## src/design/sdc_pkg.sv

```systemverilog
// ----------------------------------------------------------------------------
// sdc_pkg: shared types and constants of the spring distance constraint unit
// Holds fixed widths, the item record that rides along the cell chains and
// the output saturation helper.
// ----------------------------------------------------------------------------
package sdc_pkg;

	localparam int CoordBits   = 32;
	localparam int DiffBits    = CoordBits + 1;          // |delta| magnitude
	localparam int SqBits      = 2 * DiffBits;           // squared length, 66
	localparam int RootBits    = DiffBits;               // floor sqrt, 33
	localparam int RestBits    = 31;
	localparam int StretchBits = 18;
	localparam int NumBits     = SqBits + 1;             // ad * m + len, 67
	localparam int DivBits     = RootBits + 1;           // 2 * len, 34
	localparam int SumBits     = CoordBits + 3;          // coord + correction

	localparam logic [StretchBits-1:0] StretchReset = 18'd72090;
	localparam logic [SqBits-1:0]      MinSqLen     = 66'd43;

	// record carried alongside the arithmetic through every cell
	typedef struct packed {
		logic [2:0][CoordBits-1:0] f;
		logic [2:0][CoordBits-1:0] s;
		logic                      p1;
		logic                      p2;
		logic                      skip;
		logic [2:0]                neg;
		logic [2:0][DiffBits-1:0]  ad;
		logic [RestBits-1:0]       rest;
		logic [RootBits-1:0]       cap;
	} sdc_item_t;

	// clamp a wide signed sum to the signed coordinate range
	function automatic logic [CoordBits-1:0] sat_coord(input logic [SumBits-1:0] v);
		logic [SumBits-1:0] hi;
		logic [SumBits-1:0] lo;
		hi = {{(SumBits-CoordBits+1){1'b0}}, {(CoordBits-1){1'b1}}};
		lo = ~hi;
		if (!v[SumBits-1] && (v > hi)) begin
			return hi[CoordBits-1:0];
		end else if (v[SumBits-1] && (v < lo)) begin
			return lo[CoordBits-1:0];
		end else begin
			return v[CoordBits-1:0];
		end
	endfunction

endpackage

```

## src/design/sdc_div_cell.sv

```systemverilog
// ----------------------------------------------------------------------------
// sdc_div_cell: one quotient bit of the three-lane correction divider
// Each lane shifts in one dividend bit, compares against 2*length and hands
// remainder, quotient and item record to the next cell.
// ----------------------------------------------------------------------------
module sdc_div_cell (
	input  logic                              clk,
	input  logic                              arst_n,
	input  logic                              en,
	input  logic                              in_v,
	input  logic [sdc_pkg::DivBits-1:0]       in_d,
	input  logic                              in_shrink,
	input  logic [2:0][sdc_pkg::RootBits-1:0] in_lo,
	input  logic [2:0][sdc_pkg::DivBits-1:0]  in_rem,
	input  logic [2:0][sdc_pkg::RootBits-1:0] in_q,
	input  sdc_pkg::sdc_item_t                in_item,
	output logic                              out_v,
	output logic [sdc_pkg::DivBits-1:0]       out_d,
	output logic                              out_shrink,
	output logic [2:0][sdc_pkg::RootBits-1:0] out_lo,
	output logic [2:0][sdc_pkg::DivBits-1:0]  out_rem,
	output logic [2:0][sdc_pkg::RootBits-1:0] out_q,
	output sdc_pkg::sdc_item_t                out_item
);
	import sdc_pkg::*;

	logic [2:0][DivBits:0]    rem_n;
	logic [2:0]               take;
	logic                     v_q;
	logic [DivBits-1:0]       d_q;
	logic                     shrink_q;
	logic [2:0][RootBits-1:0] lo_q;
	logic [2:0][DivBits-1:0]  rem_q;
	logic [2:0][RootBits-1:0] q_q;
	sdc_item_t                item_q;

	// restoring compare per lane
	always_comb begin
		for (int i = 0; i < 3; i++) begin
			rem_n[i] = {in_rem[i], in_lo[i][RootBits-1]};
			take[i]  = (rem_n[i] >= {1'b0, in_d});
		end
	end

	// hold valid under stall, clear on reset
	always_ff @(posedge clk or negedge arst_n) begin
		if (!arst_n) begin
			v_q <= 1'b0;
		end else if (en) begin
			v_q <= in_v;
		end
	end

	// advance lanes
	always_ff @(posedge clk) begin
		if (en) begin
			d_q      <= in_d;
			shrink_q <= in_shrink;
			item_q   <= in_item;
			for (int i = 0; i < 3; i++) begin
				lo_q[i]  <= {in_lo[i][RootBits-2:0], 1'b0};
				rem_q[i] <= take[i] ? DivBits'(rem_n[i] - {1'b0, in_d})
				                    : DivBits'(rem_n[i]);
				q_q[i]   <= {in_q[i][RootBits-2:0], take[i]};
			end
		end
	end

	assign out_v      = v_q;
	assign out_d      = d_q;
	assign out_shrink = shrink_q;
	assign out_lo     = lo_q;
	assign out_rem    = rem_q;
	assign out_q      = q_q;
	assign out_item   = item_q;

endmodule

```

## config.mk

```make
export PLATFORM = sky130hd
export DESIGN_NAME = sdc_div_cell
export DESIGN_NICKNAME = d
export VERILOG_FILES = /design/src/design/sdc_pkg.sv /design/src/design/sdc_div_cell.sv
export SDC_FILE = /design/constraint.sdc
export NUM_CORES = 1
export LEC_CHECK = 0
export ABC_AREA = 1
export BUFFER_PORTS_ARGS = -buffer_cell sky130_fd_sc_hd__buf_2
export CELL_PAD_IN_SITES_DETAIL_PLACEMENT = 1
export CELL_PAD_IN_SITES_GLOBAL_PLACEMENT = 2
export CORE_AREA = 2 2 550 552
export DETAILED_ROUTE_END_ITERATION = 10
export DIE_AREA = 0 0 552 554
export GPL_ROUTABILITY_DRIVEN = 1
export PLACE_DENSITY = 0.33
export REMOVE_ABC_BUFFERS = 1
export SLEW_MARGIN = 10
export SYNTH_ARGS = -nofsm -noshare
export SYNTH_HDL_FRONTEND = slang
export SYNTH_SLANG_ARGS = --single-unit
```

## constraint.sdc

```tcl
create_clock -name clk -period 1.65 [get_ports clk]
set_input_delay 0.33 -clock clk [delete_from_list [all_inputs] [get_ports clk]]
set_output_delay 0.33 -clock clk [all_outputs]
set_load 0.02 [all_outputs]
```

==> qor.yml, run 1 <==
violations: "negative setup slack"
syn_area_per_cell_sq_um: 11.79
period_minus_slack_ns: 2.068
htreeDepth: 3
antenna_found_initial: 231
worstHoldPathType: "in -> reg"
ys_types: 40
status: "finished, violations left"
die_w_um: 552
final_area_sq_um: 66760
wirelength_um: 316300
synth_area_leader_cell: "edfxtp_1"
combPwrFrac_pct: 29.6
syn_area_sq_um: 30150
r2r_start: "out_v$_DFFE_PN0P_"
ys_warn_count: 0
placed_area_sq_um: 47300
slew_viol_final: 0
viasPerCell: 3.429
dr.pass1.iters: 5
async_flop_share_pct: 0.1441
end_kind: "primary output"
synth_edf_count: 693
cts-buffers-inserted: 103
finClkSkew_ns: 0
min_from: "in_rem[27]"
fin_util_pct: 22.31
synth_mux_area_share_pct: 0.03735
synth_area_leaders: "edfxtp_1 (69%), nand2_1 (9.8%), ha_1 (4.2%)"
setup_slack_ns: -0.4184
clock_latency_ns: 0.78
hold_viol: 0
synthSimpleGateAreaFrac_pct: 17.27
nets: 6295
path_class: "reg -> out"
dp_hpwl_um: 267000
cp_cell_sequence: "buf_6"
cts.clk_slew.worst_paths_ns: 0.06
irDropWorstVdd_mv: 0.7578
rows: 201
synth_seq_area_share_pct: 69.11
synth-compound-area-share_pct: 2.328
rsz0062_at_grt: "yes"
synth_top_area_share_pct: 69.02
wl_per_cell_um: 32.94
synth_xor_area_share_pct: 1.569
dieArea_sq_um: 305800
ys.flop_type: "edfxtp_1"
crit_family: "flip-flops"
cp-start-kind: "register"
seqPwrFrac_pct: 35.3
vias: 32932
start_util_pct: 10.07
grt_pass1_wl_um: 395000
clockRootBuffer: "clkbuf_16"
synthCells: 2557
slowest_delay_ns: 0.71
finalSetupViolCount: 708
yosysMostFrequentCell: "nand2_1"
critPathSlowestCell: "edfxtp_1"
gr-total-overflow: 0
grt_usage_pct: 20.09
synthTopCellsByCount: "nand2_1 (786), edfxtp_1 (693), inv_1 (329), nor2_1 (149), ha_1 (102)"
r2r_slack_ns: 0.86
routabilityCongestion: 1.022
die_y_um: 554
ys_ff_latch: 694
areaGrowthSynthToFinish_pct: 121.4
grt_max_degree: 51
maxCapViolations: 0
leakagePower_nw: 28.82
port_buffers: 1390
grt_pass1_vias: 34296
synth_top_family_by_area: "simple AND/OR/NAND/NOR gates"
min_to: "out_rem[28]$_DFFE_PP_"
cts_buffer_depth: 4
ff2ff_path_depth: 1
min_path_cells: 4
critical_path_required_ns: 1.32
cts_tree: "built"
power_density_nw_per_um2: 962.3
core_sq_um: 299300
cts.sinks: 694
drtIter0Drc: 2241
ant_nets: 0
p_clk_share_pct: 35.0
period_share_pct: 125.4
layout-drive-gt1-share_pct: 53.68
route.detailed.drc: 0
relSlewSlack_pct: 61.55
ioPinCount: 1397
fmax_mhz: 483.5
worstMarginPinSlew_ns: 0.5768
crit_fanout: 1
cp_num_buf_inv: 1
worstPathArrival_ns: 1.74
r2r_end: "out_v$_DFFE_PN0P_"
p_switching_mw: 21.33
sw_frac_of_total_pct: 33.20
p_int_mw: 42.91
synthAdderAreaFrac_pct: 4.432
==> metrics by stage <==
stage | hold WS, ns | setup WS (ns) | total power [mW] | std cells | setup TNS (ns)
after floorplan | 0.03441 | -0.4913 | 26.81 | 2538 | -44.83
after global placement | 0.1076 | -1.455 | 36.48 | 8525 | -139.39
after detailed placement | 0.1104 | -1.423 | 36.29 | 8525 | -137.74
after CTS | 0.0007021 | -0.5500 | 64.85 | 9496 | -114.52
after global routing | 0.02937 | -0.4964 | 66.75 | 9551 | -105.85
final | 0.04262 | -0.4184 | 64.24 | 9603 | -58.71
==> final cells by class <==
class                      count  area, sq um
antenna                       81        202.7
clock buffer                 127         2668
clock inverter                52        561.8
fill                       33904       232500
inverter                     341         1463
multi-input combinational   1506        11000
sequential                   694        20840
tap                         3958         4952
timing repair buffer        2838        24970
timing repair inverter         6        98.84
==> power by group through the flow <==
stage	Combinational, mW	Clock (mW)	Sequential (mW)
4_1_cts	18.7	23.4	22.7
3_3_place_gp	13.8	0	22.7
6_report	19.0	22.5	22.7
5_1_grt	20.1	23.8	22.9
3_5_place_dp	13.7	0	22.6
2_1_floorplan	2.67	0	24.1
==> worst max-delay path by stage <==
stage                         start                     to  slack (ns)  cells after the start
4_1_cts        out_lo[24]$_DFFE_PP_             out_lo[24]       -0.55                      1
5_1_grt        out_lo[24]$_DFFE_PP_             out_lo[24]       -0.50                      1
3_3_place_gp                in_d[7]  out_rem[18]$_DFFE_PP_       -1.45                     14
3_5_place_dp                in_d[8]  out_rem[71]$_DFFE_PP_       -1.42                     15
6_report       out_rem[6]$_DFFE_PP_             out_rem[6]       -0.42                      1
2_1_floorplan               in_d[1]  out_rem[67]$_DFFE_PP_       -0.49                     15
==> per-layer routing <==
metal / track usage, % / wire (um)
met1: 27.12 / 143300
met2: 32.16 / 144000
met3: 5.386 / 21860
met4: 3.579 / 6886
met5: 0 / 333
==> what timing repair did <==
action                                 4_1_cts  5_1_grt
hold buffers                               682        0
setup endpoints to repair                  799      797
gates resized for setup                   1804      415
gates cloned                                13        6
endpoints found under the hold margin      707        0
pin swaps                                  137      171
setup buffers                              103       40
==> sequential cells by signal (all words and copies together) (netlist names) <==
name        count
out_d          34
out_item      361
out_lo         96
out_q          99
out_rem       102
out_shrink      1
out_v           1
==> logic make-up (layout without fill, tap and decap cells) <==
logic type | Yosys count | in the layout
compound gates | 132 | 132
fa+ha+maj | 105 | 105
buf+inv | 362 | 3364
mux | 1 | 1
flops | 694 | 694
simple gates | 1208 | 1211
other cells | 1 | 84
xor+xnor | 54 | 54
==> cells in the final DEF, fill, tap and decap left out, types with 48 or more instances in the layout <==
cell,n
buf_2,733
edfxtp_1,693
dlygate4sd3_1,682
buf_6,682
buf_4,640
nand2_1,557
inv_1,273
nand2_2,237
clkbuf_16,109
ha_4,93
nand2_4,86
nor2_1,86
diode_2,81
buf_12,76
nand3_1,68
nor2_4,48
Power figures use the tool's default switching activity.
==> run 2, diff against run 1 <==
--- a/config.mk
+++ b/config.mk
@@ -13,6 +13,7 @@
 export DETAILED_ROUTE_END_ITERATION = 10
 export DIE_AREA = 0 0 552 554
 export GPL_ROUTABILITY_DRIVEN = 1
+export GPL_TIMING_DRIVEN = 0
 export PLACE_DENSITY = 0.33
 export REMOVE_ABC_BUFFERS = 1
 export SLEW_MARGIN = 10
==> constraint.sdc (replaced) <==
create_clock -name clk -period 1.65 [get_ports clk]
set_input_delay 0.0825 -clock clk [delete_from_list [all_inputs] [get_ports clk]]
set_output_delay 0.0825 -clock clk [all_outputs]
set_load 0.02 [all_outputs]
==> run 2 against run 1 <==
The run ends with negative hold slack, negative setup slack left. Sequential share of layout area up 2.8 points. Sequential power fell by 3%. Maximum frequency increased by 17%. Cell area is 8.4% lower. Power is 3.5% lower. Utilization is 1.9 points lower. Die area unchanged. Global-route usage is 0.59 points lower. Worst setup slack improved by 0.30 ns. Flip-flop and latch count did not move. Critical endpoint is now out_lo[73].
==> qor.yml, run 2 (synthesis gave the netlist of run 1 again) <==
critPathSlowestCell: "edfxtp_1"
path_class: "reg -> out"
period_share_pct: 107.4
finalSetupViolCount: 56
die_y_um: 554
dp_slack_ns: -2.416
dr.pass1.iters: 5
dp_hpwl_um: 257400
p_switching_mw: 20.86
ant_nets: 0
cts.sinks: 694
critical_path_required_ns: 1.57
cp_num_buf_inv: 1
crit_family: "flip-flops"
rows: 201
grt_pass1_vias: 32147
worstMarginPinSlew_ns: 0.6403
placed_cells_incl_taps: 7895
viasPerCell: 3.395
die_w_um: 552
cts.clk_slew.worst_paths_ns: 0.06
power_density_nw_per_um2: 1013
cp-start-kind: "register"
holdWs_ns: -0.4781
cts_buffer_depth: 4
final_cell_mix: "buf_2 (1259), dlygate4sd3_1 (1049), edfxtp_1 (693), nand2_1 (645), inv_1 (282)"
slew_viol_final: 0
combPwrFrac_pct: 25.5
relSlewSlack_pct: 57.31
dieArea_sq_um: 305800
fmax_mhz: 564.2
cts_tree: "built"
cts-buffers-inserted: 112
p_int_mw: 41.14
hold_viol: 156
finClkSkew_ns: 0
nets: 6023
port_buffers: 1390
worstPathArrival_ns: 1.69
rsz0062_at_grt: "yes"
tns_ns: -3.072
violations: "negative hold slack, negative setup slack"
grt_max_degree: 91
cp_cell_sequence: "buf_6"
clock_latency_ns: 0.83
wl_per_cell_um: 32.99
wirelength_um: 309100
crit_fanout: 1
end_kind: "primary output"
areaGrowthSynthToFinish_pct: 102.9
layout-drive-gt1-share_pct: 41.71
drtIter0Drc: 2187
irDropWorstVdd_mv: 0.7855
final_common_cell: "buf_2"
route.detailed.drc: 0
p_total_mw: 62.00
grt_pass1_wl_um: 380200
r2r_slack_ns: 0.88
core_sq_um: 299300
clockRootBuffer: "clkbuf_16"
gr-total-overflow: 0
final_cells: 9370
maxCapViolations: 0
period_minus_slack_ns: 1.772
worstHoldPathType: "in -> reg"
grt_usage_pct: 19.51
slowest_delay_ns: 0.57
status: "finished, violations left"
vias: 31814
start_util_pct: 10.07
p_clk_share_pct: 39.1
antenna_found_initial: 285
final_area_sq_um: 61180
sw_frac_of_total_pct: 33.65
placed_area_sq_um: 42040
ioPinCount: 1397
routabilityCongestion: 1.039
setup_slack_ns: -0.1225
seqPwrFrac_pct: 35.4
leakagePower_nw: 25.58
htreeDepth: 3
largest_reg_flops: 361
run 2: cell types whose count changed in the layout (fill, tap and decap cells not counted), sizes merged:
cell,previous run,this run
bufinv,11,10
inv,341,317
diode,81,104
dlygate4sd3,682,1049
clkbuf,133,141
clkinv,39,48
buf,2150,1499
clkinvlp,8,42
dlymetal6s4s,0,1
nand2,888,889
run 2: timing repair:
action,CTS,global route
hold buffers,1029,46
pin swaps,22,68
setup endpoints to repair,226,143
gates cloned,4,8
hold endpoints to repair,863,248
resized for setup,480,304
setup buffers,63,42
run 2: power groups by stage:
stage	registers (mW)	logic, mW	clock network (mW)
2_1_floorplan	24.1	2.67	0
3_3_place_gp	22.7	11.7	0
3_5_place_dp	22.2	11.7	0
4_1_cts	22.0	15.4	25.5
5_1_grt	22.1	16.9	25.8
6_report	22.0	15.8	24.2
run 2: through the flow:
stage	hold slack, ns	util, %
finish	-0.4781	20.44
global route	-0.5262	20.40
CTS	-0.5783	19.66
detailed placement	-0.1406	14.05
global placement	-0.1399	13.96
floorplan	-0.2131	-
run 2: worst paths after layout:
path | cells past startpoint | end | startpoint
hold / removal | 1 | out_item[48]$_DFFE_PP_ | en
setup reg to reg | 1 | out_v$_DFFE_PN0P_ | out_v$_DFFE_PN0P_
setup / recovery | 1 | out_lo[73] | out_lo[73]$_DFFE_PP_
min in group asynchronous | 3 | out_v$_DFFE_PN0P_ | arst_n
max in group asynchronous | 3 | out_v$_DFFE_PN0P_ | arst_n
hold reg to reg | 1 | out_v$_DFFE_PN0P_ | out_v$_DFFE_PN0P_
run 2: per-layer routing:
metal | vias up | track usage [%] | share of wire [%]
met5 | - | 0 | 0.11
met4 | 50 | 4.814 | 2.8
met3 | 385 | 6.123 | 7.6
met2 | 1511 | 30.92 | 45
met1 | 15847 | 25.53 | 44
li1 | 14021 | - | -
run 2: final cells by class:
type                    instances  area, sq um
inverters                     341         1475
multi-input cells            1507        10200
well taps                    3958         4952
clock inverters                70        660.6
fillers                     34215       238100
diodes                        104        260.3
clock buffers                 134         2907
flip-flops and latches        694        20840
repair inverters                6        77.57
repair buffers               2556        19810
==> run 3, diff against run 2 <==
--- a/config.mk
+++ b/config.mk
@@ -7,9 +7,10 @@
 export LEC_CHECK = 0
 export ABC_AREA = 1
 export BUFFER_PORTS_ARGS = -buffer_cell sky130_fd_sc_hd__buf_2
-export CELL_PAD_IN_SITES_DETAIL_PLACEMENT = 1
+export CELL_PAD_IN_SITES_DETAIL_PLACEMENT = 0
 export CELL_PAD_IN_SITES_GLOBAL_PLACEMENT = 2
 export CORE_AREA = 2 2 550 552
+export CTS_CLUSTER_DIAMETER = 120
 export DETAILED_ROUTE_END_ITERATION = 10
 export DIE_AREA = 0 0 552 554
 export GPL_ROUTABILITY_DRIVEN = 1
==> run 3 against run 2 <==
The run still ends with negative hold slack, negative setup slack left. Final cell count increased by 0.13%. Maximum frequency decreased by 1.7%. Flip-flop and latch count unchanged. Clock skew unchanged. Worst hold slack got worse by 0.049 ns. Register-to-register slack hardly changed. Via count decreased by 1.1%. First-iteration DRC count down 14%. Largest power group unchanged. Highest routed layer unchanged.
==> qor.yml, run 3 (synthesis gave the netlist of run 1 again) <==
dp_hpwl_um: 255800
wl_per_cell_um: 32.78
final_common_cell: "buf_2"
power_density_nw_per_um2: 999.6
nets: 6031
start_util_pct: 10.07
period_share_pct: 109.3
wirelength_um: 307600
period_minus_slack_ns: 1.803
worstPathArrival_ns: 1.72
slowest_delay_ns: 0.60
route.detailed.drc: 0
ant_nets: 0
die_w_um: 552
rows: 201
cts-buffers-inserted: 110
status: "finished, violations left"
tns_ns: -3.839
violations: "negative hold slack, negative setup slack"
grt_pass1_vias: 31121
port_buffers: 1390
setup_slack_ns: -0.1529
worstMarginPinSlew_ns: 0.6554
antenna_found_initial: 292
routabilityCongestion: 1.039
hold_viol: 183
drtIter0Drc: 1891
cts.sinks: 694
relSlewSlack_pct: 56.31
crit_family: "flip-flops"
met2_length_um: 136200
grt_usage_pct: 19.32
holdWs_ns: -0.5270
final_cell_mix: "buf_2 (1290), dlygate4sd3_1 (1029), edfxtp_1 (693), nand2_1 (627), inv_1 (285)"
viasPerCell: 3.353
vias: 31455
ff_latch_area_sq_um: 20840
dieArea_sq_um: 305800
rsz0062_at_grt: "yes"
dp_slack_ns: -2.395
dr_wl_met3_um: 27200
leakagePower_nw: 25.73
fin_util_pct: 20.51
critPathSlowestCell: "edfxtp_1"
cts.clk_slew.worst_paths_ns: 0.06
finClkSkew_ns: 0
dr.pass1.iters: 5
ioPinCount: 1397
cts_buffer_depth: 4
areaGrowthSynthToFinish_pct: 103.6
clockRootBuffer: "clkbuf_16"
crit_fanout: 1
routed.top_layer: "met5"
cts_tree: "built"
layout-drive-gt1-share_pct: 42.49
cp_num_buf_inv: 1
htreeDepth: 3
path_class: "reg -> out"
wl_met1_um: 133800
fmax_mhz: 554.7
cp_cell_sequence: "buf_6"
largest_reg_flops: 361
fill_cells: 33106
grt_pass1_wl_um: 374700
gr-total-overflow: 0
core_sq_um: 299300
end_kind: "primary output"
cp-start-kind: "register"
irDropWorstVdd_mv: 0.8535
die_y_um: 554
slew_viol_final: 0
maxCapViolations: 0
clock_latency_ns: 0.86
multi_input_area_sq_um: 10400
worstHoldPathType: "in -> reg"
critical_path_required_ns: 1.57
grt_max_degree: 91
finalSetupViolCount: 63
==> run 3: cell types whose count changed in the layout (fill, tap and decap cells not counted), sizes merged <==
| cell | delta |
|---|---|
| clkinvlp | -4 |
| dlygate4sd3 | -20 |
| dlymetal6s4s | -1 |
| clkinv | +2 |
| bufbuf | +1 |
| bufinv | -1 |
| clkbuf | -9 |
| inv | +1 |
| buf | +30 |
| diode | +13 |
==> run 3: final cells by class <==
cell class / count / area share [%]
timing repair inverter: 8 / 0.1978
sequential: 694 / 33.95
clock inverter: 66 / 0.9541
tap: 3958 / 8.069
timing repair buffer: 2564 / 32.39
clock buffer: 127 / 4.589
inverter: 341 / 2.416
antenna: 117 / 0.4771
multi-input combinational: 1507 / 16.95
==> run 3: timing repair <==
action                     4_1_cts  5_1_grt
setup endpoints to repair      191      156
hold endpoints to repair       863      236
hold buffers                   997       43
resized for setup              486      330
buffers inserted                88       46
pin swaps                       38       98
cloned                           8        8
==> run 3: metrics by stage <==
| step | total power, mW | hold WS, ns | instance area (sq um) | cells |
|---|---|---|---|---|
| floorplan | 26.81 | -0.2131 | 29870 | 2538 |
| detailed placement | 33.85 | -0.1417 | 42040 | 7895 |
| CTS | 62.03 | -0.5893 | 58760 | 9181 |
| finish | 61.35 | -0.5270 | 61370 | 9382 |
| global route | 64.23 | -0.5906 | 61240 | 9328 |
| global placement | 34.45 | -0.1399 | 41780 | 7886 |
==> run 3: path summary, 6_finish.rpt <==
| check | startpoint | endpoint | slack (ns) | cells past startpoint |
|---|---|---|---|---|
| worst max-delay path | out_lo[83]$_DFFE_PP_ | out_lo[83] | -0.15 | 1 |
| worst min-delay path | en | out_item[48]$_DFFE_PP_ | -0.53 | 1 |
| max in group asynchronous | arst_n | out_v$_DFFE_PN0P_ | 1.45 | 3 |
| worst max register to register | out_v$_DFFE_PN0P_ | out_v$_DFFE_PN0P_ | 0.87 | 1 |
| worst min register to register | out_v$_DFFE_PN0P_ | out_v$_DFFE_PN0P_ | 0.57 | 1 |
| min in group asynchronous | arst_n | out_v$_DFFE_PN0P_ | 0.10 | 3 |
==> run 3: report_power, final <==
part	total [mW]	switching, mW	internal, mW
Combinational	16.0	10.2	5.86
Clock	23.4	9.86	13.5
Sequential	21.9	0.640	21.3
==> run 3: layer usage <==
metal | vias to the layer above | track usage [%]
met4 | 62 | 5.018
met5 | - | 0
li1 | 14050 | -
met2 | 1468 | 30.38
met3 | 399 | 7.454
met1 | 15476 | 24.54
