## src/design/sdc_pkg.sv

```systemverilog
// ----------------------------------------------------------------------------
// sdc_pkg: shared types and constants of the spring distance constraint unit
// Holds fixed widths, the item record that rides along the cell chains and
// the output saturation helper.
// ----------------------------------------------------------------------------
package sdc_pkg;

	localparam int CoordBits   = 32;
	localparam int DiffBits    = CoordBits + 1;          // |delta| magnitude
	localparam int SqBits      = 2 * DiffBits;           // squared length, 66
	localparam int RootBits    = DiffBits;               // floor sqrt, 33
	localparam int RestBits    = 31;
	localparam int StretchBits = 18;
	localparam int NumBits     = SqBits + 1;             // ad * m + len, 67
	localparam int DivBits     = RootBits + 1;           // 2 * len, 34
	localparam int SumBits     = CoordBits + 3;          // coord + correction

	localparam logic [StretchBits-1:0] StretchReset = 18'd72090;
	localparam logic [SqBits-1:0]      MinSqLen     = 66'd43;

	// record carried alongside the arithmetic through every cell
	typedef struct packed {
		logic [2:0][CoordBits-1:0] f;
		logic [2:0][CoordBits-1:0] s;
		logic                      p1;
		logic                      p2;
		logic                      skip;
		logic [2:0]                neg;
		logic [2:0][DiffBits-1:0]  ad;
		logic [RestBits-1:0]       rest;
		logic [RootBits-1:0]       cap;
	} sdc_item_t;

	// clamp a wide signed sum to the signed coordinate range
	function automatic logic [CoordBits-1:0] sat_coord(input logic [SumBits-1:0] v);
		logic [SumBits-1:0] hi;
		logic [SumBits-1:0] lo;
		hi = {{(SumBits-CoordBits+1){1'b0}}, {(CoordBits-1){1'b1}}};
		lo = ~hi;
		if (!v[SumBits-1] && (v > hi)) begin
			return hi[CoordBits-1:0];
		end else if (v[SumBits-1] && (v < lo)) begin
			return lo[CoordBits-1:0];
		end else begin
			return v[CoordBits-1:0];
		end
	endfunction

endpackage

```

## src/design/sdc_sqrt_cell.sv

```systemverilog
// ----------------------------------------------------------------------------
// sdc_sqrt_cell: one digit step of the integer square root chain
// Brings down two radicand bits, tries the next root bit and hands the
// partial root, remainder and item record to the next cell.
// ----------------------------------------------------------------------------
module sdc_sqrt_cell (
	input  logic                       clk,
	input  logic                       arst_n,
	input  logic                       en,
	input  logic                       in_v,
	input  logic [sdc_pkg::SqBits-1:0] in_rad,
	input  logic [sdc_pkg::DivBits-1:0] in_rem,
	input  logic [sdc_pkg::RootBits-1:0] in_root,
	input  sdc_pkg::sdc_item_t         in_item,
	output logic                       out_v,
	output logic [sdc_pkg::SqBits-1:0] out_rad,
	output logic [sdc_pkg::DivBits-1:0] out_rem,
	output logic [sdc_pkg::RootBits-1:0] out_root,
	output sdc_pkg::sdc_item_t         out_item
);
	import sdc_pkg::*;

	logic [DivBits+1:0] rem_n;
	logic [DivBits+1:0] trial;
	logic               take;
	logic               v_q;
	logic [SqBits-1:0]  rad_q;
	logic [DivBits-1:0] rem_q;
	logic [RootBits-1:0] root_q;
	sdc_item_t          item_q;

	// trial subtract of (4*root + 1)
	always_comb begin
		rem_n = {in_rem, in_rad[SqBits-1 -: 2]};
		trial = {1'b0, in_root, 2'b01};
		take  = (rem_n >= trial);
	end

	// hold valid under stall, clear on reset
	always_ff @(posedge clk or negedge arst_n) begin
		if (!arst_n) begin
			v_q <= 1'b0;
		end else if (en) begin
			v_q <= in_v;
		end
	end

	// advance the partial result
	always_ff @(posedge clk) begin
		if (en) begin
			rad_q  <= {in_rad[SqBits-3:0], 2'b00};
			rem_q  <= take ? DivBits'(rem_n - trial) : DivBits'(rem_n);
			root_q <= {in_root[RootBits-2:0], take};
			item_q <= in_item;
		end
	end

	assign out_v    = v_q;
	assign out_rad  = rad_q;
	assign out_rem  = rem_q;
	assign out_root = root_q;
	assign out_item = item_q;

endmodule

```

## config.mk

```make
export PLATFORM = sky130hd
export DESIGN_NAME = sdc_sqrt_cell
export DESIGN_NICKNAME = d
export VERILOG_FILES = /design/src/design/sdc_pkg.sv /design/src/design/sdc_sqrt_cell.sv
export SDC_FILE = /design/constraint.sdc
export NUM_CORES = 1
export LEC_CHECK = 0
export BUFFER_PORTS_ARGS = -buffer_cell sky130_fd_sc_hd__buf_2
export CAP_MARGIN = 5
export CORE_AREA = 4 4 384 386
export CTS_CLUSTER_DIAMETER = 30
export DETAILED_ROUTE_END_ITERATION = 8
export DIE_AREA = 0 0 388 390
export PLACE_DENSITY = 0.35
export SLEW_MARGIN = 5
export SYNTH_ARGS = -nofsm -noshare
export SYNTH_HDL_FRONTEND = slang
export SYNTH_SLANG_ARGS = --single-unit
export TNS_END_PERCENT = 20
```

## constraint.sdc

```tcl
create_clock -name clk -period 2 [get_ports clk]
set_input_delay 0.2 -clock clk [delete_from_list [all_inputs] [get_ports clk]]
set_output_delay 0.2 -clock clk [all_outputs]
set_load 0.01 [all_outputs]
```

==> impl_metrics.yaml, run 1 <==
status:
  status: "complete, but fails checks"
  violations: "setup timing"
floorplan:
  die_height_um: 390
  die_x_um: 388
  io_pins: 993
  initial_core_util_pct: 12.0
  die_area_mm2: 0.151
  core_mm2: 0.143
  rows: 139
routing:
  drt-pass1-iter-count: 4
  drt-initial-drc-count: 600
  drc: 0
  via_per_inst: 3.25
  vias: 15278
  finalWirelength_um: 91100
  antenna_left: 0
  wl_per_cell_um: 19.3
global_route:
  antenna_found_initial: 34
  grt_pass1_vias: 16694
  grt_max_degree: 61
  gr-usage-all-layers_pct: 11.5
  busiest_layer: "met2"
  grt_pass1_wl_um: 124000
  met2_usage_pct: 20.1
  use_met1_pct: 12.7
  grt_overflow: 0
  use_met3_pct: 4.54
hold_path:
  whs_endpoint: "out_rem[18]"
  hp-class: "input port to flip-flop"
  hp-start: "in_rem[16]"
  hold_depth: 4
sta:
  max_clock_freq_ghz: 0.499
  hold_violations: 0
  fin_crit_ns: 2.01
  finalClockSkew_ns: 0
  setup_violations: 1
  fin_ws_ns: -0.00511
  rsz0062_at_grt: "yes"
  slew_headroom_pct: 66.6
  fin_hold_ws_ns: 0.0902
  drv_slew: 0
  worst_pin_slew_ns: 0.498
  period_share_pct: 100
clock_network:
  cts_buffers: 143
  clock_sinks: 493
  clk_pin_slew_worst_paths_ns: 0.04
  clk-insertion-delay-late_ns: 0.74
  cts_tree: "built"
  cts_max_level: 4
  cts_max_path_buffers: 3
  cts_root_buffer: "clkbuf_16"
pwr:
  power_density_mw_per_mm2: 1100
  p_leak_nw: 15.4
  total_power_w: 0.0400
  ir_drop_mv: 0.669
logic_synthesis:
  synthArstFlopShare_pct: 0.203
  synth_edf_count: 492
  synth_area_per_cell_um2: 19.6
  synth_compound_area_share_pct: 5.49
  synthMuxAreaShare_pct: 0.188
  synth.distinct_cells: 60
  yosys_register_bits: 493
  synthFlopType: "edfxtp_1"
  synthAdderAreaFrac_pct: 2.54
  synth_top_family_by_area: "compound AO/OA/AOI/OAI gates"
  synth-seq-area-share_pct: 85.7
  syn_area_mm2: 0.0173
  yosys_warnings: 0
  netlist_instances: 881
  synthXorXnorAreaFrac_pct: 1.01
  synth-simple-area-share_pct: 3.51
placement:
  dp.cells: 3934
  dpl_cell_area_mm2: 0.0261
  placement.io_buffers: 990
  place.gp.congestion: 0.792
  hpwl_um: 71700
layout:
  instances_no_fill: 4706
  layout-drive-gt1-share_pct: 51.8
  layout_common_cells: "981 x buf_2, 497 x dlygate4sd3_1, 492 x edfxtp_1"
  final_common_cell: "buf_2"
  final_cell_area_mm2: 0.0364
  syn_to_final_growth_pct: 111
  final_core_util_pct: 25.4
  nNetsFinal: 3215
worst_setup_path:
  path_class: "input port to flip-flop"
  r2r_slack_ns: 1.26
  reg2reg_to: "out_v"
  r2r_cells: 1
  crit_path_end_kind: "flip-flop"
  arrival_ns: 2.48
  path_max_fanout: 3
  critPathLaunchType: "input port"
  required_ns: 2.47
  reg2reg_from: "out_v"
flow_run:
  maxCapViolCount: 0
==> worst max-delay path by stage <==
stage | depth (start not counted) | to | from
after detailed placement | 11 | out_rem[29] | in_rem[6]
final | 12 | out_rem[30] | in_rem[4]
after global placement | 11 | out_rem[29] | in_rem[6]
after CTS | 13 | out_rem[30] | in_root[5]
after floorplan | 13 | out_rem[29] | in_root[15]
after global routing | 13 | out_rem[30] | in_root[5]
==> worst max-delay path: stages <==
cell	delay, ns
buf_4	0.14
ha_4	0.17
buf_12	0.13
a21oi_4	0.15
nor2_4	0.06
o41ai_4	0.36
buf_6	0.17
a21oi_4	0.06
o21a_1	0.21
o2111a_1	0.24
or3_1	0.31
a32o_1	0.26
==> what timing repair did <==
item | 4_1_cts | 5_1_grt
gates resized for setup | 8 | 64
hold buffers | 497 | 0
cloned | 0 | 1
pin swaps | 1 | 25
endpoints found under the hold margin | 511 | 0
buffers inserted | 0 | 9
setup endpoints to repair | 33 | 25
==> logic make-up (layout without fill, tap and decap cells) <==
logic type                 Yosys count  in the layout
AOI/OAI and AO/OA                  141            142
buffers and inverters               64           1975
and+or+nand+nor                    124            124
adders and majority gates           35             35
other                                1             11
xor gates and xnor gates            20             20
DFF                                493            493
muxes                                3              3
==> registers in the layout, summed over array words and instances, names as in the netlist <==
register and flops:
out_rad 64, out_item 361, out_root 33, out_rem 34
out_v 1
==> report_power, final <==
| part | internal (W) | switching (W) | leakage (nW) |
|---|---|---|---|
| clock network | 0.0154 | 0.00713 | 2.32 |
| registers | 0.0124 | 0.000279 | 4.83 |
| logic | 0.00232 | 0.00239 | 8.20 |
| total | 0.0302 | 0.00980 | 15.4 |
==> cell type report <==
type	instances	area [um2]
inverter	48	208
multi-input combinational	326	2620
antenna	9	22.5
sequential	493	14800
fill	15093	107000
timing repair buffer	1670	11500
clock buffer	164	3660
tap	1903	2380
clock inverter	93	1200
==> metal layers <==
layer  vias to the layer above  routed length, um  share of wire [%]
met3                       142               7670                8.4
li1                       7123                  -                  -
met4                        12               2410                2.6
met5                         -                 67              0.074
met2                       658              46400                 51
met1                      7343              34500                 38
==> metrics by stage <==
stage                     setup TNS, ns  worst slack (ns)
after floorplan                  -10.94            -0.383
after global placement           -32.08             -1.02
after detailed placement         -32.98             -1.04
after CTS                             0           0.00418
after global routing            -0.0850           -0.0462
final                          -0.00511          -0.00511
==> cell usage after synthesis (9+ instances only) <==
| cell | instances | area share, % |
|---|---|---|
| a21o_1 | 18 | 0.78 |
| o21bai_1 | 9 | 0.39 |
| o21ai_0 | 32 | 0.93 |
| xnor2_1 | 13 | 0.66 |
| nor2_1 | 21 | 0.46 |
| clkbuf_1 | 9 | 0.20 |
| nor3_1 | 12 | 0.35 |
| nand2_1 | 47 | 1.0 |
| inv_1 | 47 | 1.0 |
| edfxtp_1 | 492 | 86 |
| o31ai_1 | 9 | 0.39 |
| a21oi_1 | 28 | 0.81 |
| ha_1 | 35 | 2.5 |
(Power assumes the default switching activity.)
==> inputs of run 2 (changes only) <==
--- a/config.mk
+++ b/config.mk
@@ -5,13 +5,16 @@
 export SDC_FILE = /design/constraint.sdc
 export NUM_CORES = 1
 export LEC_CHECK = 0
+export ABC_AREA = 1
 export BUFFER_PORTS_ARGS = -buffer_cell sky130_fd_sc_hd__buf_2
 export CAP_MARGIN = 5
-export CORE_AREA = 4 4 384 386
+export CELL_PAD_IN_SITES_DETAIL_PLACEMENT = 0
+export CELL_PAD_IN_SITES_GLOBAL_PLACEMENT = 1
+export CORE_AREA = 4 4 380 382
 export CTS_CLUSTER_DIAMETER = 30
 export DETAILED_ROUTE_END_ITERATION = 8
-export DIE_AREA = 0 0 388 390
-export PLACE_DENSITY = 0.35
+export DIE_AREA = 0 0 384 386
+export PLACE_DENSITY = 0.42
 export SLEW_MARGIN = 5
 export SYNTH_ARGS = -nofsm -noshare
 export SYNTH_HDL_FRONTEND = slang
==> run 2 against run 1 <==
  * The flow now finishes without violations
  * Largest power group unchanged
  * Routed wire length grew 14%
  * Sequential share of layout area shrank 0.67 points
  * Power grew 0.93%
  * Largest cell class unchanged
  * Count of clock-buffer cells in the layout shrank 2
==> impl_metrics.yaml, run 2 <==
logic_synthesis:
  yosys_register_bits: 493
  synth.area.top_cells: "edfxtp_1 82%, nand2_1 6.0%, inv_1 3.0%, ha_1 2.4%, nor2_1 1.1%"
  synth-simple-area-share_pct: 9.34
  synthXorXnorAreaFrac_pct: 0.880
  synth.most_common_cell: "edfxtp_1"
  synth.distinct_cells: 27
  synthMuxAreaShare_pct: 0.0629
  synth_top_cell_area_share_pct: 82.5
  yosysTopAreaCell: "edfxtp_1"
  synth_compound_area_share_pct: 1.23
  yosys_warnings: 0
  syn_area_mm2: 0.0179
  synth-seq-area-share_pct: 82.6
  synthFlopType: "edfxtp_1"
  synthTopCellsByCount: "492 x edfxtp_1, 286 x nand2_1, 142 x inv_1"
  synth_edf_count: 492
  netlist_instances: 1147
  synthAdderAreaFrac_pct: 2.44
  synthArstFlopShare_pct: 0.203
  synth_top_family_by_area: "simple AND/OR/NAND/NOR gates"
  synth_area_per_cell_um2: 15.6
layout:
  layout_common_cells: "983 x buf_2, 496 x dlygate4sd3_1, 492 x edfxtp_1"
  syn_to_final_growth_pct: 107
  final_cell_area_mm2: 0.0370
  largest_reg_flops: 361
  final_common_cell: "buf_2"
  layout-drive-gt1-share_pct: 47.0
  fillers: 14936
  nNetsFinal: 3488
clock_network:
  cts_root_buffer: "clkbuf_16"
  clock_sinks: 493
  cts_tree: "built"
  cts_buffers: 143
  cts_max_level: 4
  clk_pin_slew_worst_paths_ns: 0.04
  cts_max_path_buffers: 3
  clk-insertion-delay-late_ns: 0.75
global_route:
  grt_pass1_wl_um: 136000
  grt_overflow: 0
  grt_max_degree: 57
  antenna_found_initial: 33
  grt_pass1_vias: 17593
  gr-usage-all-layers_pct: 13.2
routing:
  vias: 16468
  wl_per_cell_um: 20.9
  via_per_inst: 3.31
  drt-initial-drc-count: 761
  drc: 0
  drt-pass1-iter-count: 5
  antenna_left: 0
  finalWirelength_um: 104000
sta:
  hold_violations: 0
  fin_crit_ns: 1.95
  fin_setup_tns_ns: 0
  max_clock_freq_ghz: 0.512
  fin_hold_ws_ns: 0.148
  fin_ws_ns: 0.0487
  period_share_pct: 97.6
  drv_slew: 0
  setup_violations: 0
  finalClockSkew_ns: 0
worst_setup_path:
  reg2reg_from: "out_v"
  required_ns: 2.44
  endpoint: "out_rem[25]"
  r2r_cells: 2
  critPathLaunchType: "input port"
  arrival_ns: 2.39
  path_class: "input port to flip-flop"
  r2r_slack_ns: 0.69
  path_max_fanout: 10
  reg2reg_to: "out_v"
  crit_start: "in_rem[25]"
  crit_path_end_kind: "flip-flop"
pwr:
  clkPwrFrac_pct: 56.2
  ir_drop_mv: 0.669
  seq_power_share_pct: 31.5
  power_density_mw_per_mm2: 1090
  p_sw_w: 0.0102
  p_leak_nw: 16.3
  swShare_pct: 25.2
  p_int_w: 0.0302
  total_power_w: 0.0403
  p_comb_share_pct: 12.3
placement:
  dpl_cell_area_mm2: 0.0267
  dp_slack_ns: -0.624
  placement.io_buffers: 990
  place.gp.congestion: 0.828
  hpwl_um: 84100
flow_run:
  maxCapViolCount: 0
floorplan:
  die_height_um: 386
  die_x_um: 384
  rows: 138
  die_area_mm2: 0.148
  io_pins: 993
  core_mm2: 0.141
  initial_core_util_pct: 12.7
status:
  status: "complete, no violations"
hold_path:
  hp-class: "input port to flip-flop"
[run 2: cell count changes in the layout (fill, tap and decap cells not counted), sizes merged, moves of 8 or more]
cell / previous run / this run
and3: 8 / 0
inv: 49 / 147
nand2: 47 / 291
nand3: 5 / 40
o21a: 8 / 0
a21o: 18 / 0
xor2: 7 / 15
o31ai: 9 / 0
o21ai: 36 / 13
nor3: 12 / 4
nor2: 21 / 59
xnor2: 13 / 3
[run 2: cells by family (layout without fill, tap and decap cells)]
| logic type | Yosys count | after routing |
|---|---|---|
| buffers and inverters | 151 | 2074 |
| AND/OR/NAND/NOR | 407 | 407 |
| XOR/XNOR | 18 | 18 |
| adder cells (fa/ha/maj) | 35 | 35 |
| other | 1 | 14 |
| flip-flops | 493 | 493 |
| multiplexers | 1 | 1 |
| AO/OA/AOI/OAI | 41 | 41 |
[run 2: metal layers]
layer,wire [um],GRT usage (%)
met4,2910,4.54
met3,8890,4.89
met2,52800,23.1
met1,39400,14.8
met5,147,0
[run 2: worst min-delay path by stage]
stage,from,to,slack (ns),cells past startpoint
global placement,arst_n,out_v,-0.03,1
CTS,in_rem[4],out_rem[6],0.06,5
finish,in_rem[4],out_rem[6],0.15,5
detailed placement,arst_n,out_v,-0.02,1
global route,in_item[24],out_item[24],0.1,2
floorplan,arst_n,out_v,-0.1,0
[run 2: power groups by stage]
stage	sequential [W]	combinational (W)	clock (W)
6_report	0.0127	0.00496	0.0227
5_1_grt	0.0128	0.00536	0.0239
4_1_cts	0.0127	0.00496	0.0233
3_5_place_dp	0.0129	0.00409	0
3_3_place_gp	0.0129	0.00409	0
2_1_floorplan	0.0133	0.000738	0
[run 2: through the flow]
step                      util [%]  std cells
after global placement        18.9       4200
after global routing          26.2       4970
after CTS                     25.9       4957
final                         26.2       4973
after detailed placement      18.9       4200
after floorplan                  -       1148
[run 2: layout make-up]
type | count | area, um2 | share of cell area, %
Tap cell | 1890 | 2360 | 6.39
Clock buffer | 162 | 3650 | 9.86
Antenna cell | 12 | 30.0 | 0.0811
Timing Repair Buffer | 1670 | 11600 | 31.4
Clock inverter | 99 | 1240 | 3.35
Sequential cell | 493 | 14800 | 40.0
Inverter | 143 | 542 | 1.46
Multi-Input combinational cell | 504 | 2770 | 7.47
[run 2: worst max-delay path, cell delays in order]
cell and delay, ns:
dlygate4sd3_1 0.53, buf_2 0.17, ha_4 0.29, nand2_2 0.08, nor2_4 0.12, nand2_2 0.09
nor2_4 0.11, nand2_1 0.06, a21oi_2 0.18, nor2_4 0.06, nand2_8 0.14, inv_6 0.07
buf_12 0.15, nand2_1 0.06, nand2_1 0.06
[run 2: what timing repair did]
| item | 4_1_cts | 5_1_grt |
|---|---|---|
| resized for setup | 0 | 60 |
| endpoints found under the setup margin | 0 | 35 |
| hold buffers | 496 | 1 |
| endpoints found under the hold margin | 556 | 1 |
| buffers inserted | 0 | 2 |
==> inputs of run 3 (changes only) <==
==> constraint.sdc (replaced) <==
create_clock -name clk -period 2 [get_ports clk]
set_input_delay 0.2 -clock clk [delete_from_list [all_inputs] [get_ports clk]]
set_output_delay 0.2 -clock clk [all_outputs]
set_load 0.1 [all_outputs]
==> run 3 against run 2 <==
  * Final cell count is essentially flat
  * Die area is the same
  * Combinational power grew 120%
  * Count of clock-buffer cells in the layout is the same
  * Sequential share of layout area is essentially flat
  * Non-clock buffer count is the same
==> impl_metrics.yaml, run 3 (synthesized netlist as in run 2, its figures left out) <==
sta:
  drv_slew: 0
  setup_violations: 0
  fin_crit_ns: 1.95
  period_share_pct: 97.6
  slew_headroom_pct: 53.6
  hold_violations: 0
  finalClockSkew_ns: 0
  max_clock_freq_ghz: 0.512
  fin_setup_tns_ns: 0
  worst_pin_slew_ns: 0.701
hold_path:
  hp-class: "input port to flip-flop"
  hp-start: "in_rem[4]"
pwr:
  p_int_w: 0.0302
  p_comb_share_pct: 23.3
  power_density_mw_per_mm2: 1240
  p_leak_nw: 16.3
  ir_drop_mv: 0.673
  swShare_pct: 34.6
  p_sw_w: 0.0159
  seq_power_share_pct: 27.6
  clkPwrFrac_pct: 49.2
clock_network:
  cts_max_path_buffers: 3
  clk_pin_slew_worst_paths_ns: 0.04
  clk-insertion-delay-late_ns: 0.75
  cts_root_buffer: "clkbuf_16"
  clock_sinks: 493
  cts_buffers: 143
  cts_tree: "built"
  cts_max_level: 4
worst_setup_path:
  cpMaxStageDelayCell: "dlygate4sd3_1"
  max_stage_delay_ns: 0.53
  path_class: "input port to flip-flop"
  crit_path_end_kind: "flip-flop"
  reg2reg_from: "out_v"
  crit_family: "buffers and inverters"
  path_max_fanout: 10
  critPathLaunchType: "input port"
  cp_cell_sequence: "dlygate4sd3_1, buf_2, ha_4, nand2_2, nor2_4, nand2_2, nor2_4, nand2_1, a21oi_2, nor2_4, nand2_8, inv_6, buf_12, nand2_1, nand2_1"
  required_ns: 2.44
  cp_num_buf_inv: 4
  crit_start: "in_rem[25]"
  arrival_ns: 2.39
floorplan:
  io_pins: 993
  die_area_mm2: 0.148
  die_x_um: 384
  core_mm2: 0.141
  rows: 138
  initial_core_util_pct: 12.7
  die_height_um: 386
global_route:
  grt_overflow: 0
  gr-usage-all-layers_pct: 13.2
  grt_pass1_wl_um: 136000
  antenna_found_initial: 33
  grt_pass1_vias: 17593
  grt_max_degree: 57
routing:
  vias: 16474
  drt-pass1-iter-count: 5
  drt-initial-drc-count: 766
  wl_per_cell_um: 20.9
  finalWirelength_um: 104000
  via_per_inst: 3.31
  antenna_left: 0
  drc: 0
layout:
  syn_to_final_growth_pct: 107
  layout-drive-gt1-share_pct: 47.0
  final_common_cell: "buf_2"
  nNetsFinal: 3488
  layout_common_cells: "974 x buf_2, 496 x dlygate4sd3_1, 492 x edfxtp_1"
  largest_reg_flops: 361
  final_core_util_pct: 26.3
status:
  status: "complete, no violations"
placement:
  placement.io_buffers: 990
  hpwl_um: 84100
  place.gp.congestion: 0.828
flow_run:
  maxCapViolCount: 0
==> run 3: per-stage QoR <==
stage | total power (W) | hold WS, ns | cells | setup WS (ns) | instance area (um2)
floorplan | 0.0198 | -0.0956 | 1148 | 0.178 | 17900
global placement | 0.0227 | -0.0254 | 4200 | -0.579 | 26700
detailed placement | 0.0227 | -0.0169 | 4200 | -0.624 | 26700
CTS | 0.0467 | 0.0628 | 4957 | 0.00180 | 36600
global route | 0.0478 | 0.0969 | 4970 | -0.00755 | 37000
finish | 0.0461 | 0.148 | 4974 | 0.0487 | 37000
==> run 3: layer usage <==
layer | track usage [%] | vias up | share of wire [%]
met4 | 4.54 | 20 | 2.8
met2 | 23.1 | 710 | 51
met1 | 14.8 | 7877 | 38
met5 | 0 | - | 0.14
li1 | - | 7691 | -
met3 | 4.89 | 176 | 8.5
==> run 3: final cells by class <==
type / count / area (um2)
flip-flops and latches: 493 / 14800
inverters: 143 / 542
clock buffers: 162 / 3650
well taps: 1890 / 2360
clock inverters: 99 / 1240
diodes: 13 / 32.5
fillers: 14931 / 104000
repair buffers: 1670 / 11600
multi-input cells: 504 / 2770
==> run 3: timing repair <==
action | CTS | global route
resized for setup | 9 | 60
cloned | 0 | 6
endpoints found under the hold margin | 556 | 1
hold buffers | 496 | 1
setup endpoints to repair | 9 | 35
buffers inserted | 0 | 2
pin swaps | 0 | 19
==> run 3: worst paths after layout <==
path / endpoint / cells past startpoint / slack [ns]
worst max-delay path: out_rem[25] / 15 / 0.05
min in group asynchronous: out_v / 3 / 0.29
worst max register to register: out_v / 2 / 0.69
worst min-delay path: out_rem[6] / 5 / 0.15
max in group asynchronous: out_v / 3 / 1.60
worst min register to register: out_v / 2 / 1.08
==> run 3: worst register-to-register path, delay by kind of cell, from the launching register on <==
kind     cells  cell delay [ns]
mux          1             0.26
flops        1             0.39
buf+inv      1             0.55
==> run 3: power by group through the flow <==
stage,combinational [W],sequential (W),clock (W)
finish,0.0107,0.0127,0.0227
global route,0.0111,0.0128,0.0239
CTS,0.0107,0.0127,0.0233
detailed placement,0.00983,0.0129,0
global placement,0.00984,0.0129,0
floorplan,0.000753,0.0191,0
